--- src/sm3_pkg.sv ---
// Shared types and constants for the SM3 hash engine.
`default_nettype none
package sm3_pkg;
  localparam logic [31:0] SM3_TJ_LOW  = 32'h79cc4519;
  localparam logic [31:0] SM3_TJ_HIGH = 32'h7a879d8a;
  localparam logic [7:0]  SM3_PAD_BYTE = 8'h80;

  typedef logic [31:0] word_t;

  localparam word_t SM3_IV [8] = '{
    32'h7380166f, 32'h4914b2b9, 32'h172442d7, 32'hda8a0600,
    32'ha96f30bc, 32'h163138aa, 32'he38dee4d, 32'hb0fb0e4e
  };

  typedef enum logic [2:0] {
    ST_IDLE,
    ST_COMP,
    ST_PAD,
    ST_OUT
  } state_t;

  typedef struct packed {
    logic start;
    logic busy;
    logic done;
  } comp_ctl_t;

  function automatic word_t rol32(word_t x, logic [4:0] n);
    rol32 = (x << n) | (x >> (6'd32 - {1'b0, n}));
  endfunction

  function automatic word_t perm0(word_t x);
    perm0 = x ^ {x[22:0], x[31:23]} ^ {x[14:0], x[31:15]};
  endfunction

  function automatic word_t perm1(word_t x);
    perm1 = x ^ {x[16:0], x[31:17]} ^ {x[8:0], x[31:9]};
  endfunction
endpackage
`default_nettype wire

--- src/sm3_round.sv ---
// Iterative SM3 compression: one round per cycle with rolling message expansion.
`default_nettype none
module sm3_round
  import sm3_pkg::*;
(
  input  wire logic        clk,
  input  wire logic        rst_n,
  input  wire logic        start,
  input  wire word_t       blk [16],
  input  wire word_t       cv_in [8],
  output word_t            cv_out [8],
  output comp_ctl_t        ctl
);
  word_t w_r [16];
  word_t w_nxt [16];
  word_t v_r [8];
  word_t v_nxt [8];
  logic [5:0] rnd_r;
  logic busy_r;
  logic done_r;

  word_t a12, s1, s2, fv, gv, t1, t2, konst, wn;
  logic lo;

  always_comb begin
    lo = (rnd_r < 6'd16);
    konst = lo ? SM3_TJ_LOW : SM3_TJ_HIGH;
    a12 = {v_r[0][19:0], v_r[0][31:20]};
    s1 = a12 + v_r[4] + rol32(konst, rnd_r[4:0]);
    s1 = {s1[24:0], s1[31:25]};
    s2 = s1 ^ a12;
    if (lo) begin
      fv = v_r[0] ^ v_r[1] ^ v_r[2];
      gv = v_r[4] ^ v_r[5] ^ v_r[6];
    end else begin
      fv = (v_r[0] & v_r[1]) | (v_r[0] & v_r[2]) | (v_r[1] & v_r[2]);
      gv = (v_r[4] & v_r[5]) | (~v_r[4] & v_r[6]);
    end
    t1 = fv + v_r[3] + s2 + (w_r[0] ^ w_r[4]);
    t2 = gv + v_r[7] + s1 + w_r[0];
    wn = perm1(w_r[0] ^ w_r[7] ^ {w_r[13][16:0], w_r[13][31:17]})
         ^ {w_r[3][24:0], w_r[3][31:25]} ^ w_r[10];
    for (int i = 0; i < 15; i++) w_nxt[i] = w_r[i+1];
    w_nxt[15] = wn;
    v_nxt[0] = t1;
    v_nxt[1] = v_r[0];
    v_nxt[2] = {v_r[1][22:0], v_r[1][31:23]};
    v_nxt[3] = v_r[2];
    v_nxt[4] = perm0(t2);
    v_nxt[5] = v_r[4];
    v_nxt[6] = {v_r[5][12:0], v_r[5][31:13]};
    v_nxt[7] = v_r[6];
  end

  always_ff @(posedge clk) begin
    if (!rst_n) begin
      busy_r <= 1'b0;
      done_r <= 1'b0;
      rnd_r  <= '0;
    end else begin
      done_r <= 1'b0;
      if (start && !busy_r) begin
        busy_r <= 1'b1;
        rnd_r  <= '0;
      end else if (busy_r) begin
        rnd_r <= rnd_r + 6'd1;
        if (rnd_r == 6'd63) begin
          busy_r <= 1'b0;
          done_r <= 1'b1;
        end
      end
    end
  end

  always_ff @(posedge clk) begin
    if (start && !busy_r) begin
      w_r <= blk;
      v_r <= cv_in;
    end else if (busy_r) begin
      w_r <= w_nxt;
      v_r <= v_nxt;
    end
  end

  always_comb begin
    for (int i = 0; i < 8; i++) cv_out[i] = cv_in[i] ^ v_r[i];
    ctl.start = start;
    ctl.busy  = busy_r;
    ctl.done  = done_r;
  end
endmodule
`default_nettype wire

--- src/sm3_hash_engine_unit.sv ---
// Top level of the streaming SM3 hash engine.
// Input: a word that fills a block holds off input through the compression start, 64 rounds and the update.
// A final word is followed by the padding stores, one or two such compressions, then
// eight digest beats, one per cycle while out_ready holds.
// No new word is taken until the single round unit is done with the block (in_ready only in idle).
// Reset: synchronous active-low rst_n loads the initial chaining value, clears length/fill.
`default_nettype none
module sm3_hash_engine_unit
  import sm3_pkg::*;
(
  input  wire logic        clk,
  input  wire logic        rst_n,
  input  wire logic        in_valid,
  output logic             in_ready,
  input  wire logic [31:0] in_msg_word,
  input  wire logic [2:0]  in_byte_count,
  input  wire logic        in_is_last,
  output logic             out_valid,
  input  wire logic        out_ready,
  output logic [31:0]      out_digest_word,
  output logic [2:0]       out_word_index,
  output logic             out_last_word
);
  state_t state_r, state_nxt;
  word_t cv_r [8];
  word_t buf_r [16];
  word_t cv_new [8];
  logic [63:0] len_r;
  logic [3:0]  fill_r;
  logic        pad_r;
  logic        wait_r;
  logic        owe_r;
  logic [2:0]  oidx_r;
  logic        cstart;
  comp_ctl_t   cctl;

  logic        acc;
  logic [2:0]  cnt;
  word_t       padw;
  logic [63:0] len_add;
  logic [63:0] bits;

  sm3_round u_round (
    .clk(clk), .rst_n(rst_n), .start(cstart), .blk(buf_r),
    .cv_in(cv_r), .cv_out(cv_new), .ctl(cctl)
  );

  assign acc = in_valid && in_ready;
  assign cnt = (!in_is_last || in_byte_count > 3'd4) ? 3'd4 : in_byte_count;
  assign len_add = len_r + {61'd0, cnt};
  assign bits = {len_r[60:0], 3'b000};

  always_comb begin
    unique case (cnt)
      3'd1: padw = {in_msg_word[31:24], SM3_PAD_BYTE, 16'd0};
      3'd2: padw = {in_msg_word[31:16], SM3_PAD_BYTE, 8'd0};
      3'd3: padw = {in_msg_word[31:8], SM3_PAD_BYTE};
      default: padw = {SM3_PAD_BYTE, 24'd0};
    endcase
  end

  always_comb begin
    state_nxt = state_r;
    unique case (state_r)
      ST_IDLE: if (acc) begin
        if (in_is_last) begin
          state_nxt = (fill_r == 4'd15 || (cnt == 3'd4 && fill_r == 4'd14)) ? ST_COMP
                                                                            : ST_PAD;
        end else if (fill_r == 4'd15) begin
          state_nxt = ST_COMP;
        end
      end
      ST_COMP: if (cctl.done) begin
        if (!pad_r) state_nxt = ST_IDLE;
        else if (wait_r) state_nxt = ST_OUT;
        else state_nxt = ST_PAD;
      end
      ST_PAD: if (!owe_r && (fill_r == 4'd14 || fill_r == 4'd15)) state_nxt = ST_COMP;
      ST_OUT: if (out_ready && oidx_r == 3'd7) state_nxt = ST_IDLE;
      default: state_nxt = ST_IDLE;
    endcase
  end

  always_comb begin
    in_ready  = (state_r == ST_IDLE);
    out_valid = (state_r == ST_OUT);
    cstart    = (state_r == ST_COMP) && !cctl.busy && !cctl.done;
    out_digest_word = cv_r[oidx_r];
    out_word_index  = oidx_r;
    out_last_word   = (oidx_r == 3'd7);
  end

  // pad_r: final word taken; wait_r: final block loaded; owe_r: pad word due at block start
  always_ff @(posedge clk) begin
    if (!rst_n) begin
      state_r <= ST_IDLE;
      cv_r    <= SM3_IV;
      len_r   <= '0;
      fill_r  <= '0;
      pad_r   <= 1'b0;
      wait_r  <= 1'b0;
      owe_r   <= 1'b0;
      oidx_r  <= '0;
    end else begin
      state_r <= state_nxt;
      unique case (state_r)
        ST_IDLE: if (acc) begin
          len_r <= len_add;
          pad_r <= in_is_last;
          wait_r <= 1'b0;
          owe_r <= in_is_last && cnt == 3'd4 && fill_r == 4'd15;
          if (in_is_last && cnt != 3'd4) begin
            buf_r[fill_r] <= padw;
            fill_r <= fill_r + 4'd1;
          end else if (in_is_last && fill_r != 4'd15) begin
            buf_r[fill_r] <= in_msg_word;
            buf_r[fill_r + 4'd1] <= padw;
            fill_r <= fill_r + 4'd2;
          end else begin
            buf_r[fill_r] <= in_msg_word;
            fill_r <= fill_r + 4'd1;
          end
        end
        ST_COMP: if (cctl.done) begin
          cv_r <= cv_new;
          if (wait_r) begin
            oidx_r <= '0;
          end
        end
        ST_PAD: begin
          if (owe_r) begin
            buf_r[0] <= {SM3_PAD_BYTE, 24'd0};
            fill_r <= 4'd1;
            owe_r <= 1'b0;
          end else if (fill_r == 4'd14) begin
            buf_r[14] <= bits[63:32];
            buf_r[15] <= bits[31:0];
            fill_r <= 4'd0;
            wait_r <= 1'b1;
          end else begin
            buf_r[fill_r] <= '0;
            fill_r <= fill_r + 4'd1;
          end
        end
        ST_OUT: if (out_ready) begin
          oidx_r <= oidx_r + 3'd1;
          if (oidx_r == 3'd7) begin
            cv_r   <= SM3_IV;
            len_r  <= '0;
            fill_r <= '0;
            pad_r  <= 1'b0;
            wait_r <= 1'b0;
            owe_r  <= 1'b0;
          end
        end
        default: ;
      endcase
    end
  end

`ifndef SYNTHESIS
  a_no_accept_busy: assert property (@(posedge clk) disable iff (!rst_n)
    cctl.busy |-> !in_ready) else $error("input taken during compression");
  a_out_idle: assert property (@(posedge clk) disable iff (!rst_n)
    out_valid |-> !cctl.busy) else $error("digest shown during compression");
  a_last_idx: assert property (@(posedge clk) disable iff (!rst_n)
    (out_valid && out_ready && out_last_word) |=> in_ready)
    else $error("no return to idle after digest");
`endif
endmodule
`default_nettype wire

--- config.mk ---
export PLATFORM = sky130hd
export DESIGN_NAME = sm3_hash_engine_unit
export DESIGN_NICKNAME = d
export VERILOG_FILES = /design/src/sm3_pkg.sv /design/src/sm3_round.sv /design/src/sm3_hash_engine_unit.sv
export SDC_FILE = /design/constraint.sdc
export NUM_CORES = 2
export LEC_CHECK = 0
export BUFFER_PORTS_ARGS = -buffer_cell sky130_fd_sc_hd__buf_2
export CAP_MARGIN = 20
export CORE_MARGIN = 2
export CORE_UTILIZATION = 35
export CTS_CLUSTER_SIZE = 10
export DETAILED_ROUTE_END_ITERATION = 10
export PLACE_DENSITY = 0.52
export SETUP_SLACK_MARGIN = 0.3
export SLEW_MARGIN = 20
export SYNTH_ARGS = -nofsm -noshare
export SYNTH_HDL_FRONTEND = slang
export SYNTH_SLANG_ARGS = --single-unit
--- constraint.sdc ---
create_clock -name clk -period 51.2 [get_ports clk]
set_input_delay 5.12 -clock clk [delete_from_list [all_inputs] [get_ports clk]]
set_output_delay 5.12 -clock clk [all_outputs]
set_load 0.03 [all_outputs]
* Word level (Yosys, flattened, before mapping)
Cells that the tools add are included.
** Word-level totals
- Register bits after elaboration :: 1621
** Operators by class
- Shifts and indexed selects :: 2
- Reductions and logical operators :: 37
- Muxes and demuxes :: 71
- Bitwise logic cells :: 39
- Eq/ne operators :: 25
- Add/sub/neg operators :: 14
- Magnitude comparators :: 7
** Operators with widths (count)
- $mux W512 :: 5
- $bwmux W512 :: 3
- $mux W256 :: 5
- $pmux W512 S2 :: 1
- $xor A32 B32 Y32 :: 22
- $and A512 B512 Y512 :: 1
- $not A512 Y512 :: 1
- $pmux W256 S2 :: 1
- $mux W480 :: 1
- $mux W448 :: 1
- $add A32 B32 Y32 :: 8
- $demux W32 S4 :: 2
- $mux W64 :: 4
- $mux W32 :: 7
- $and A32 B32 Y32 :: 5
- $or A32 B32 Y32 :: 4
- $pmux W64 S2 :: 1
- $bmux W32 S3 :: 1
- $pmux W32 S3 :: 1
- $add A64 B3 Y64 :: 1
- $not A32 Y32 :: 1
- $shl A32 B5 Y32 :: 1
- $shr A32 B6 Y32 :: 1
- $mux W3 :: 10
- other kinds (43) :: 107

* Longest topological paths before layout
- Depth after elaboration :: 11
- Gate-level depth with buffers :: 45

* Modules after synthesis
A second synthesis with hierarchy kept.
** Unflattened totals
- Cells, all modules :: 9399
- Area, all modules :: 91311.3 µm²
** Modules (own cells, without submodules)
- sm3_round :: times used 1, sequential area each 23222.3 µm², area each 50981.4 µm², cells an instance 5541
- sm3_hash_engine_unit :: times used 1, sequential area each 21961.1 µm², area each 40329.9 µm², cells an instance 3858

* Worst setup path before layout
OpenSTA, ideal clock, no wires.
- Kind :: reg-to-reg
- Start point :: reg state_r[1]
- End point :: reg u_round.busy_r
- Data required time :: 51.007 ns
- Path buffers :: 3
- Library setup time :: 0.193 ns
- Path slack :: 12.642 ns
- Arrival time :: 38.366 ns
- Stages on the path, launching flop included :: 6
- Clock period less this slack :: 38.558 ns
- Cells stage by stage :: dfxtp_1 > buf_2 > clkbuf_1 > clkbuf_1 > o21bai_1 > and3b_1
** Between the ends
- Longest elaborated chain between the ends :: 5
** Ends and longest elaborated chain
- start: declaration :: RTL line sm3_hash_engine_unit.sv:24 : state_t state_r, state_nxt;
- start signal: assignment :: RTL line sm3_hash_engine_unit.sv:105 : state_r <= state_nxt;
- $eq A3 B1 Y1 :: RTL line sm3_hash_engine_unit.sv:87 : cstart = (state_r == ST_COMP) && !cctl.busy && !cctl.done;
- $logic_and A1 B1 Y1 (2 in series) :: RTL line sm3_hash_engine_unit.sv:87
- $logic_and A1 B1 Y1 :: RTL line sm3_round.sv:62 : if (start && !busy_r) begin
- $mux W1 :: RTL line sm3_round.sv:62
- end signal: assignment :: RTL line sm3_round.sv:57 : busy_r <= 1'b0;
- end signal: assignment :: RTL line sm3_round.sv:63 : busy_r <= 1'b1;
- end signal: assignment :: RTL line sm3_round.sv:68 : busy_r <= 1'b0;
- end: declaration :: RTL line sm3_round.sv:19 : logic busy_r;
No other way between the ends.
A chain may end at the register's enable or synchronous reset.

* Worst setup path in the final report
- Start point :: reg u_round.rnd_r[0]
- End point :: reg u_round.v_r, in the netlist u_round.a12[8] (data pin)
** Between the ends
- Longest elaborated chain between the ends :: 10
- Elaborated cells between the ends (all ways) :: 14
- Those cells by class :: add/sub (5); order compare (1); shift (2); mux (4); bitwise (2)
** Ends and longest elaborated chain
- start: declaration :: RTL line sm3_round.sv:18 : logic [5:0] rnd_r;
- start signal: assignment :: RTL line sm3_round.sv:66 : rnd_r <= rnd_r + 6'd1;
- $lt A6 B5 Y1 :: RTL line sm3_round.sv:26 : lo = (rnd_r < 6'd16);
- $mux W26 :: RTL line sm3_round.sv:27 : konst = lo ? SM3_TJ_LOW : SM3_TJ_HIGH;
- $shr A32 B6 Y32 or $shl A32 B5 Y32 (tied branches) :: RTL line sm3_pkg.sv:29 : rol32 = (x << n) | (x >> (6'd32 - {1'b0, n}));
- $or A32 B32 Y32 :: RTL line sm3_pkg.sv:29
- $add A32 B32 Y32 :: RTL line sm3_round.sv:29 : s1 = a12 + v_r[4] + rol32(konst, rnd_r[4:0]);
- $xor A32 B32 Y32 :: RTL line sm3_round.sv:31 : s2 = s1 ^ a12;
- $add A32 B32 Y32 (*) (2 in series) :: RTL line sm3_round.sv:39 : t1 = fv + v_r[3] + s2 + (w_r[0] ^ w_r[4]);
- $mux W256 (*) :: RTL line sm3_round.sv:79 : end else if (busy_r) begin
- $mux W256 (*) :: RTL line sm3_round.sv:76 : if (start && !busy_r) begin
- end signal: assignment :: RTL line sm3_round.sv:78 : v_r <= cv_in;
- end signal: assignment :: RTL line sm3_round.sv:81 : v_r <= v_nxt;
- end: declaration :: RTL line sm3_round.sv:16 : word_t v_r [8];
Mark *: on every way between the ends. The rest lies on a longest branch, timed or not. The select of a mux whose other input is x is not followed.

==> results.yml <==
outcome:
  status: "finished, final reports clean"
placement:
  pre_cts_ws_ps: 40250
  io_buffer_count: 77
  gp_congestion: 0.988
  dp_hpwl_mm: 258
  place_inst: 12500
  placed_cell_area_um2: 93500
clock_network:
  cts_setup_buffers: 0
  cts_max_level: 4
  clockBufferDepth: 3
  cts_resized: 0
  cts_buffers: 191
  cts_tree: "built"
  clock-sinks: 1617
  hold_buffers: 0
  clk_pin_slew_worst_paths_ps: 60
  root_buffer: "clkbuf_16"
  worstSkewPairLatency_ps: 880
critical_path:
  worstSetupEndpointType: "flip-flop"
  path_max_fanout: 53
  startpoint_type: "flip-flop"
  path_buf_inv: 4
  crit_slowest_cell: "a221oi_2"
  path_delay_family: "compound AO/OA/AOI/OAI gates"
  critPathMaxStageDelay_ps: 570
  crit_required_ps: 51760
  cp_common_cell: "fa_1"
  worstReg2RegStart: "u_round.rnd_r[0]"
  ff2ff_path_depth: 36
  regToRegEndpoint: "u_round.a12[8]"
  reg2reg_slack_ps: 40170
  criticalPathCategory: "reg -> reg"
  worstPathArrival_ps: 11600
cells_and_area:
  fin_area_um2: 99400
  drive_gt1_share_pct: 7.33
  final_nets: 9654
  area_delta_synth_final_pct: 11.1
  final_cells: 12800
synthesis:
  seq_area_frac_synth_pct: 50.5
  synth-xor-area-share_pct: 6.30
  synth_compound_area_share_pct: 13.3
  syn_area_um2: 89500
  synth.yosys.warnings: 0
  synthSimpleGateAreaFrac_pct: 17.1
  synth_nets: 9812
  syn_area_per_cell_um2: 9.45
  synth_fa_ha_area_share_pct: 5.83
  ys_types: 96
  synth_seq_cells: 1617
  synth_top_family_by_area: "simple AND/OR/NAND/NOR gates"
  synth-async-reset-ratio_pct: 0
  ys.flop_type: "edfxtp_1"
  synth_edf_count: 1280
  postSynthCellCount: 9470
  synth_mux_area_share_pct: 3.22
grt:
  grt_overflow_total: 0
  grt_pass1_vias: 68200
  busiest_layer: "met2"
  antenna_found_initial: 20
  met3_usage_pct: 4.44
  grt_max_degree: 208
  grt_pass1_wl_mm: 511
  track_usage_pct: 27.2
  gr-usage-met2_pct: 43.5
  grt_use_met1_pct: 35.9
sta:
  hold_violations: 0
  rsz0062_at_grt: "false"
  setup_viol: 0
  maxSlewHeadroom_pct: 14.9
  fin_setup_tns_ps: 0
  slew_viol_final: 0
  fmax_mhz: 90.6
  fin_ws_ps: 40170
  fin_crit_sh_pct: 21.6
  tightest_slew_ps: 1270
  fin_crit_ps: 11030
  finalClockSkew_ps: 76.9
hold_path:
  min_from: "out_word_index[2]"
  hp-class: "reg -> reg"
  hold_end: "out_word_index[2]"
  hold_depth: 2
floorplan:
  std_cell_rows: 185
  die_h_um: 510
  die_w_um: 510
  start_util_pct: 35.2
  io_pins: 78
  dieArea_um2: 260000
  core_area_um2: 254000
detailed_routing:
  drc: 0
  wl_mm: 361
  via_count: 72200
  vias_per_cell: 5.63
  avgRoutedWirePerCell_um: 28.1
  ant_nets: 0
  firstDrtPassIters: 8
  drt-initial-drc-count: 8355
run:
  maxCapViolCount: 0
[worst max path at each step]
| stage | start | to | slack, ps | cells after the start |
|---|---|---|---|---|
| after floorplan | state_r[1] | u_round.busy_r | 12640 | 5 |
| after global placement | u_round.rnd_r[4] | u_round.a12[11] | 40350 | 36 |
| after detailed placement | u_round.rnd_r[4] | u_round.a12[8] | 40250 | 36 |
| after CTS | u_round.rnd_r[4] | u_round.a12[8] | 40230 | 36 |
| after global routing | u_round.rnd_r[0] | u_round.a12[8] | 39470 | 36 |
| final | u_round.rnd_r[0] | u_round.a12[8] | 40170 | 36 |
[cell usage after synthesis, drive strengths merged (25+ instances only)]
cell,count,area [um^2]
a31oi,56,350
edfxtp,1280,38400
nor3,54,270
mux4,65,1460
a21oi,863,4320
o22ai,125,782
nor2,894,3370
ha,113,1410
nand3,64,320
inv,312,1170
nor2b,25,156
dfxtp,337,6750
fa,189,3780
xnor2,388,3410
a22o,109,955
mux2,48,541
and2,37,231
and3,141,882
a211oi,32,250
clkbuf,526,1970
xor2,233,2050
a21o,47,353
nand2,2479,9310
o21ai,552,2770
mux2i,88,881
buf,62,255
a22oi,36,270
[stage by stage]
| step | util, % | hold WS (ps) |
|---|---|---|
| finish | 39.1 | 489 |
| global route | 39.1 | 513 |
| CTS | 39.1 | 495 |
| detailed placement | 36.8 | 475 |
| global placement | 36.8 | 465 |
| floorplan | - | 466 |
[worst min-delay path, stage by stage (launching register included)]
cell and delay (ps):
dfxtp_2 330, nand2_1 50, a21boi_0 70
[routing by layer]
metal  vias to the layer above  part of all wire, %
met4                        12                  5.7
met1                     36000                   41
met5                         -                0.024
li1                      32400                    -
met2                      3214                   46
met3                       663                  7.6
[state kept, by name (all words and copies together), names as in the netlist, named ones only]
signal / cells
u_round.v_nxt: 160
fill_r: 4
cv_r: 256
u_round.done_r: 1
u_round.v_r: 64
pad_r: 1
u_round.w_r: 32
u_round.busy_r: 1
u_round.a12: 32
u_round.w_nxt: 480
len_r: 61
wait_r: 1
state_r: 2
owe_r: 1
u_round.rnd_r: 6
buf_r: 480
out_word_index: 3
[layout by cell type (no fill, tap or decap), drive strengths merged, types with 24 or more instances in the layout]
| master | synthesis | final |
|---|---|---|
| nor3 | 54 | 54 |
| nor2b | 25 | 25 |
| edfxtp | 1280 | 1280 |
| a22o | 109 | 109 |
| xor2 | 233 | 233 |
| nand3 | 64 | 64 |
| and2 | 37 | 37 |
| fa | 189 | 189 |
| buf | 62 | 237 |
| a21o | 47 | 47 |
| xnor2 | 388 | 388 |
| dfxtp | 337 | 337 |
| and3 | 141 | 141 |
| mux2 | 48 | 48 |
| clkinv | 3 | 29 |
| inv | 312 | 318 |
| mux4 | 65 | 65 |
| a31oi | 56 | 56 |
| o22ai | 125 | 125 |
| a222oi | 24 | 24 |
| nand2 | 2479 | 2479 |
| mux2i | 88 | 88 |
| a22oi | 36 | 36 |
| nor2 | 894 | 894 |
| a21oi | 863 | 863 |
| a211oi | 32 | 32 |
| clkbuf | 526 | 301 |
| ha | 113 | 113 |
| o21ai | 552 | 552 |
[logic make-up after synthesis]
| kind of cell | Yosys count |
|---|---|
| XOR/XNOR | 629 |
| AND/OR/NAND/NOR | 3797 |
| multiplexers | 201 |
| AO/OA/AOI/OAI | 2019 |
| adder cells (fa/ha/maj) | 304 |
| flip-flops | 1617 |
| buffers and inverters | 903 |
[final cells by class]
class,count,area (um^2)
antenna,6,15.0
clock buffer,301,5280
clock inverter,35,499
fill,25300,155000
inverter,315,1180
multi-input combinational,6950,41300
sequential,1617,45200
tap,3366,4210
timing repair buffer,237,1670
Power is not shown: default switching activity piles up to over one toggle a cycle in this logic, so the estimate is an artifact.
